`src/design/hsv2rgb_pkg.sv`:
```
// ----------------------------------------------------------------------------
// hsv2rgb_pkg
// shared constants and types for the hsv to rgb converter
// ----------------------------------------------------------------------------
package hsv2rgb_pkg;

  // full scale of saturation and value channels
  localparam logic [7:0]  FULL_SCALE  = 8'd255;

  // 255 * 65536, denominator of the q and t levels
  localparam logic [23:0] LEVEL_DEN   = 24'hFF0000;

  // reciprocal of 255 for 16-bit numerators: x / 255 == (x * 0x8081) >> 23
  localparam logic [15:0] RECIP_255   = 16'h8081;
  localparam int          RECIP_SHIFT = 23;

  // hue sectors of the six-case table
  typedef enum logic [2:0] {
    SEC_RED_YEL = 3'd0,
    SEC_YEL_GRN = 3'd1,
    SEC_GRN_CYN = 3'd2,
    SEC_CYN_BLU = 3'd3,
    SEC_BLU_MAG = 3'd4,
    SEC_MAG_RED = 3'd5
  } sector_t;

endpackage

```
`src/design/hsv2rgb_div255.sv`:
```
// ----------------------------------------------------------------------------
// hsv2rgb_div255
// truncating divide of a 16-bit value by 255 through a reciprocal multiply
// ----------------------------------------------------------------------------
module hsv2rgb_div255 (
  input  logic [15:0] num,
  output logic [7:0]  quo
);
  import hsv2rgb_pkg::*;

  logic [31:0] prod;

  assign prod = 32'(num) * 32'(RECIP_255);
  // exact for every 16-bit numerator, result fits 8 bits for num <= 65279
  assign quo  = prod[RECIP_SHIFT +: 8];

endmodule

```
`src/design/hsv_to_rgb_converter.sv`:
```
// ----------------------------------------------------------------------------
// hsv_to_rgb_converter
// five-stage pipeline turning one hue/saturation/value item into red/green/blue
// ----------------------------------------------------------------------------
// throughput: one item per cycle while the output accepts, set by the one-multiply-deep stage split
// each stage holds its item while the next stage is full and stalled
// bubbles in the pipe are filled even while the output waits
// reset (rst_n low, synchronous) clears all stage valid bits, payload is not reset
// ----------------------------------------------------------------------------
module hsv_to_rgb_converter (
  input  logic        clk,
  input  logic        rst_n,
  // input channel
  input  logic        in_tvalid,
  output logic        in_tready,
  input  logic [31:0] in_tdata,   // hue[15:0], saturation[23:16], brightness[31:24]
  // result channel
  output logic        out_tvalid,
  input  logic        out_tready,
  output logic [23:0] out_tdata   // red[7:0], green[15:8], blue[23:16]
);
  import hsv2rgb_pkg::*;

  // per-stage valid bits and ready chain
  logic vld1_r, vld2_r, vld3_r, vld4_r, vld5_r;
  logic rdy1, rdy2, rdy3, rdy4, rdy5;

  assign rdy5      = !vld5_r || out_tready;
  assign rdy4      = !vld4_r || rdy5;
  assign rdy3      = !vld3_r || rdy4;
  assign rdy2      = !vld2_r || rdy3;
  assign rdy1      = !vld1_r || rdy2;
  assign in_tready = rdy1;

  always_ff @(posedge clk) begin
    if (!rst_n) begin
      vld1_r <= 1'b0;
      vld2_r <= 1'b0;
      vld3_r <= 1'b0;
      vld4_r <= 1'b0;
      vld5_r <= 1'b0;
    end else begin
      if (rdy1) vld1_r <= in_tvalid;
      if (rdy2) vld2_r <= vld1_r;
      if (rdy3) vld3_r <= vld2_r;
      if (rdy4) vld4_r <= vld3_r;
      if (rdy5) vld5_r <= vld4_r;
    end
  end

  // ---- stage 1: hue * 6, split into sector and fraction
  logic [15:0] in_hue;
  logic [7:0]  in_sat;
  logic [7:0]  in_bri;
  logic [18:0] h6_nxt;
  logic [2:0]  sec1_r;
  logic [15:0] f1_r;
  logic [7:0]  s1_r;
  logic [7:0]  b1_r;

  assign in_hue = in_tdata[15:0];
  assign in_sat = in_tdata[23:16];
  assign in_bri = in_tdata[31:24];
  // hue*6 as hue*4 + hue*2
  assign h6_nxt = {1'b0, in_hue, 2'b00} + {2'b00, in_hue, 1'b0};

  always_ff @(posedge clk) begin
    if (rdy1) begin
      sec1_r <= h6_nxt[18:16];
      f1_r   <= h6_nxt[15:0];
      s1_r   <= in_sat;
      b1_r   <= in_bri;
    end
  end

  // ---- stage 2: f*s and the level multipliers for q, t and p
  logic [7:0]  inv_s;
  logic [23:0] fs;
  logic [23:0] mq_nxt;
  logic [23:0] mt_nxt;
  logic [15:0] pv_nxt;
  logic [2:0]  sec2_r;
  logic [7:0]  b2_r;
  logic [23:0] mq2_r;
  logic [23:0] mt2_r;
  logic [15:0] pv2_r;

  assign inv_s  = FULL_SCALE - s1_r;
  assign fs     = 24'(f1_r) * 24'(s1_r);
  // q term: 255*65536 - f*s
  assign mq_nxt = LEVEL_DEN - fs;
  // t term: 255*65536 - (65536-f)*s, rewritten as (255-s)*65536 + f*s
  assign mt_nxt = {inv_s, 16'h0000} + fs;
  assign pv_nxt = 16'(b1_r) * 16'(inv_s);

  always_ff @(posedge clk) begin
    if (rdy2) begin
      sec2_r <= sec1_r;
      b2_r   <= b1_r;
      mq2_r  <= mq_nxt;
      mt2_r  <= mt_nxt;
      pv2_r  <= pv_nxt;
    end
  end

  // ---- stage 3: scale by value, drop the 16 fraction bits
  logic [31:0] nq_nxt;
  logic [31:0] nt_nxt;
  logic [2:0]  sec3_r;
  logic [7:0]  b3_r;
  logic [15:0] xq3_r;
  logic [15:0] xt3_r;
  logic [15:0] xp3_r;

  assign nq_nxt = 32'(b2_r) * 32'(mq2_r);
  assign nt_nxt = 32'(b2_r) * 32'(mt2_r);

  always_ff @(posedge clk) begin
    if (rdy3) begin
      sec3_r <= sec2_r;
      b3_r   <= b2_r;
      // floor(n / (255*65536)) == floor(floor(n / 65536) / 255)
      xq3_r  <= nq_nxt[31:16];
      xt3_r  <= nt_nxt[31:16];
      xp3_r  <= pv2_r;
    end
  end

  // ---- stage 4: divide by 255
  logic [7:0] p_nxt;
  logic [7:0] q_nxt;
  logic [7:0] t_nxt;
  logic [2:0] sec4_r;
  logic [7:0] v4_r;
  logic [7:0] p4_r;
  logic [7:0] q4_r;
  logic [7:0] t4_r;

  hsv2rgb_div255 u_div_p (.num(xp3_r), .quo(p_nxt));
  hsv2rgb_div255 u_div_q (.num(xq3_r), .quo(q_nxt));
  hsv2rgb_div255 u_div_t (.num(xt3_r), .quo(t_nxt));

  always_ff @(posedge clk) begin
    if (rdy4) begin
      sec4_r <= sec3_r;
      v4_r   <= b3_r;
      p4_r   <= p_nxt;
      q4_r   <= q_nxt;
      t4_r   <= t_nxt;
    end
  end

  // ---- stage 5: place levels into channels by sector
  logic [23:0] rgb_nxt;
  logic [23:0] out_tdata_r;

  always_comb begin
    case (sector_t'(sec4_r))
      SEC_RED_YEL: rgb_nxt = {p4_r, t4_r, v4_r};
      SEC_YEL_GRN: rgb_nxt = {p4_r, v4_r, q4_r};
      SEC_GRN_CYN: rgb_nxt = {t4_r, v4_r, p4_r};
      SEC_CYN_BLU: rgb_nxt = {v4_r, q4_r, p4_r};
      SEC_BLU_MAG: rgb_nxt = {v4_r, p4_r, t4_r};
      SEC_MAG_RED: rgb_nxt = {q4_r, p4_r, v4_r};
      default:     rgb_nxt = 24'h000000;
    endcase
  end

  always_ff @(posedge clk) begin
    if (rdy5) begin
      out_tdata_r <= rgb_nxt;
    end
  end

  assign out_tvalid = vld5_r;
  assign out_tdata  = out_tdata_r;

  // ---- assertions
  // every derived level stays at or below the value
  a_levels_le_value: assert property (@(posedge clk) disable iff (!rst_n)
    vld4_r |-> (p4_r <= v4_r) && (q4_r <= v4_r) && (t4_r <= v4_r))
    else $error("derived level exceeds value");

  // a stalled item in stage 3 keeps its data and its valid bit
  a_stage3_hold: assert property (@(posedge clk) disable iff (!rst_n)
    vld3_r && !rdy4 |=> vld3_r && $stable(xq3_r) && $stable(xt3_r) && $stable(sec3_r))
    else $error("stage 3 item lost under stall");

  // the input is refused only when the whole pipe is full and the output stalls
  a_ready_full: assert property (@(posedge clk) disable iff (!rst_n)
    !in_tready |-> vld1_r && vld2_r && vld3_r && vld4_r && vld5_r && !out_tready)
    else $error("input refused with a free stage");

  // reset empties the pipe
  a_reset_clears: assert property (@(posedge clk)
    !rst_n |=> !out_tvalid && !vld1_r)
    else $error("pipe not empty after reset");

endmodule

```
`config.mk`:
```
export PLATFORM = sky130hd
export DESIGN_NAME = hsv_to_rgb_converter
export DESIGN_NICKNAME = d
export VERILOG_FILES = /design/src/design/hsv2rgb_pkg.sv /design/src/design/hsv2rgb_div255.sv /design/src/design/hsv_to_rgb_converter.sv
export SDC_FILE = /design/constraint.sdc
export NUM_CORES = 2
export LEC_CHECK = 0
export ABC_CLOCK_PERIOD_IN_PS = 8760
export BUFFER_PORTS_ARGS = -buffer_cell sky130_fd_sc_hd__buf_2
export CORE_ASPECT_RATIO = 2
export CORE_MARGIN = 2
export CORE_UTILIZATION = 66
export DETAILED_ROUTE_END_ITERATION = 8
export PLACE_DENSITY = 0.8
export SLEW_MARGIN = 20
export SYNTH_ARGS = -nofsm -noshare
export SYNTH_HDL_FRONTEND = slang
export SYNTH_HIERARCHICAL = 1
export SYNTH_SLANG_ARGS = --single-unit
```
`constraint.sdc`:
```
create_clock -name clk -period 8.76 [get_ports clk]
set_input_delay 1.314 -clock clk [delete_from_list [all_inputs] [get_ports clk]]
set_output_delay 1.314 -clock clk [all_outputs]
set_load 0.05 [all_outputs]
```
==> results.cfg <==
[die]
core_area_um2 = 43100
dieArea_um2 = 45300
rows = 108
die_h_um = 299
ios = 62
start_util_pct = 66.6
die_w_um = 151

[logic_synthesis]
yosys.area.top_type = fa_1
synth_fa_ha_area_share_pct = 42.6
syn_inst = 2794
syn-num-nets = 3588
synth-xor-area-share_pct = 3.51
syn_area_um2 = 28700
synth_flop_cell = edfxtp_1
seq_area_frac_synth_pct = 23.8
ys_seq_elements = 229
synthMuxAreaShare_pct = 0.732
synthTopCellsByArea = fa_1 26%, edfxtp_1 23%, ha_1 17%, and2_1 5.9%, inv_1 5.1%
avgSynthCellArea_um2 = 10.3
synthArstFlopShare_pct = 0
synth-simple-area-share_pct = 15.9
yosys_warnings = 6
synthDistinctLibCells = 63
yosysTopAreaCellShare_pct = 25.5
synth_top_family_by_area = adder cells
synth_edf_count = 224
synth_compound_area_share_pct = 7.48

[critical_path]
start_kind = register
arrival_ns = 7.27
worst-setup-path-type = register to register
end_kind = register
critPathMaxFanout = 20
cp.required_ns = 9.04
rrSetupSlack_ns = 1.77

[sta]
finalMaxSlewViolations = 0
finalCritPeriodShare_pct = 79.8
hold_viol_final = 0
fmax_mhz = 143
skew_ns = 0.0260
rsz0062_at_grt = no
final.setup.tns_ns = 0
relSlewSlack_pct = 27.5
max_slew.worst_pin.slew_ns = 1.06
setup_viol = 0
fin_crit_ns = 6.99

[cells_and_area]
drive_gt1_share_pct = 5.16
syn_to_final_growth_pct = 5.93
nets = 3625
fillers = 3203

[route]
num_vias = 19885
drt_pass1_iterations = 7
routedWlPerCell_um = 18.4
drt_wl_total_mm = 62.7
drt-initial-drc-count = 1034
ant_nets = 0
vias_per_cell = 5.85
drc_errors = 0

[global_routing]
grt_usage_pct = 29.4
grt_pass1_wl_mm = 104
grt_max_degree = 73
grt_pass1_vias = 21349
grt_overflow = 0
antenna_found_initial = 2

[clock_network]
ctsResizeCount = 0
htreeDepth = 1
cts_root_buffer = clkbuf_16
clockBufferDepth = 3
cts_tree = done
clk-insertion-delay-late_ns = 0.56
cts_hold_buffers = 0
clk_pin_slew_ns = 0.07
cts_setup_buffers = 0
cts_made_buffers = 24
clock-sinks = 229

[place]
gp_congestion = 0.881
io_buffers = 61
dp_hpwl_mm = 49.5

[run_status]
status = finished clean

[hold_path]
hold_path_class = register to register

[flow_run]
max_cap_violations = 0
final cells by class:
type	count	area (um^2)	share of cell area, %
Multi-Input combinational cell	2110	20200	66.4
Sequential cell	229	6830	22.5
Inverter	390	1460	4.81
Tap cell	550	688	2.26
Clock buffer	29	661	2.17
Timing Repair Buffer	76	418	1.37
Clock inverter	15	165	0.543
Antenna cell	1	2.50	0.00823
cell families after synthesis:
family          after synthesis
simple gates                899
fa+ha+maj                   758
buf+inv                     455
compound gates              318
flops                       229
xor+xnor                    115
mux                          20
routing by layer:
layer | global-route usage, % | vias to the layer above | routed length [um]
met5 | 0 | - | 25
met4 | 13.3 | 4 | 3130
met3 | 3.57 | 156 | 3180
met2 | 52.4 | 585 | 32400
met1 | 35.1 | 9796 | 23900
li1 | - | 9344 | -
state kept, by name (all words and copies together) (netlist names), 8 cells and up:
signal     cells
q4_r           8
xq3_r         16
xp3_r         16
b1_r           8
p4_r           8
mt2_r         22
t4_r           8
b3_r           8
xt3_r         16
v4_r           8
s1_r           8
mq2_r         23
f1_r          15
b2_r           8
pv2_r         16
out_tdata     24
stage by stage:
step           area (um^2)  std cells  util, %  hold slack (ns)  worst slack [ns]
6_report             30400       3400     70.5            0.410              1.77
3_3_place_gp         29600       3355     68.6            0.400              2.03
3_5_place_dp         29600       3355     68.6            0.405              1.89
2_1_floorplan        28700       2794        -            0.400              2.56
4_1_cts              30400       3399     70.5            0.399              1.79
5_1_grt              30400       3399     70.5            0.411              1.25
worst max-delay path, cell delays in order (launching register included):
cell and delay (ns):
edfxtp_1 0.88, nand2_1 0.18, fa_1 0.53, fa_1 0.49, inv_1 0.05, fa_1 0.48, inv_1 0.05, fa_1 0.49
inv_1 0.05, ha_1 0.32, and3_1 0.16, a22o_1 0.30, o211ai_1 0.31, nand2_1 0.10, xor2_1 0.38, ha_1 0.32
a21o_1 0.15, a21oi_1 0.22, o21bai_1 0.09, a21oi_1 0.30, nor4bb_1 0.10, a2111oi_0 0.60, xnor2_1 0.15
path summary, 6_finish.rpt:
check,from,endpoint,cells after the start
max,s1_r[5],mt2_r[23],22
min,b3_r[4],v4_r[4],0
max reg2reg,s1_r[5],mt2_r[23],22
min reg2reg,b3_r[4],v4_r[4],0
layout by cell type (no fill, tap or decap), types with 45 or more instances in the layout:
master    instances
and2_1          272
o21ai_0          64
nand2_1         340
inv_1           388
ha_1            392
buf_2            61
xor2_1           45
nor2_1           71
a21oi_1          83
nor2b_1          70
edfxtp_1        224
fa_1            366
xnor2_1          70
Yosys cell counts, types with 6 or more instances:
cell	n
a2111oi_0	7
a211oi_1	7
a21boi_0	7
a21o_1	29
a21oi_1	83
a221oi_1	8
a311o_1	6
a31oi_1	13
and2_1	272
and3_1	15
clkbuf_1	64
edfxtp_1	224
fa_1	366
ha_1	392
inv_1	389
mux2_2	8
mux2i_1	12
nand2_1	341
nand2b_1	22
nand3_1	22
nand4_1	16
nor2_1	71
nor2b_1	70
nor3_1	34
nor4_1	9
o211ai_1	13
o21a_1	9
o21ai_0	64
o21bai_1	19
o311ai_0	9
xnor2_1	70
xor2_1	45
Power is not shown: default switching activity piles up to over one toggle a cycle in this logic, so the estimate is an artifact.
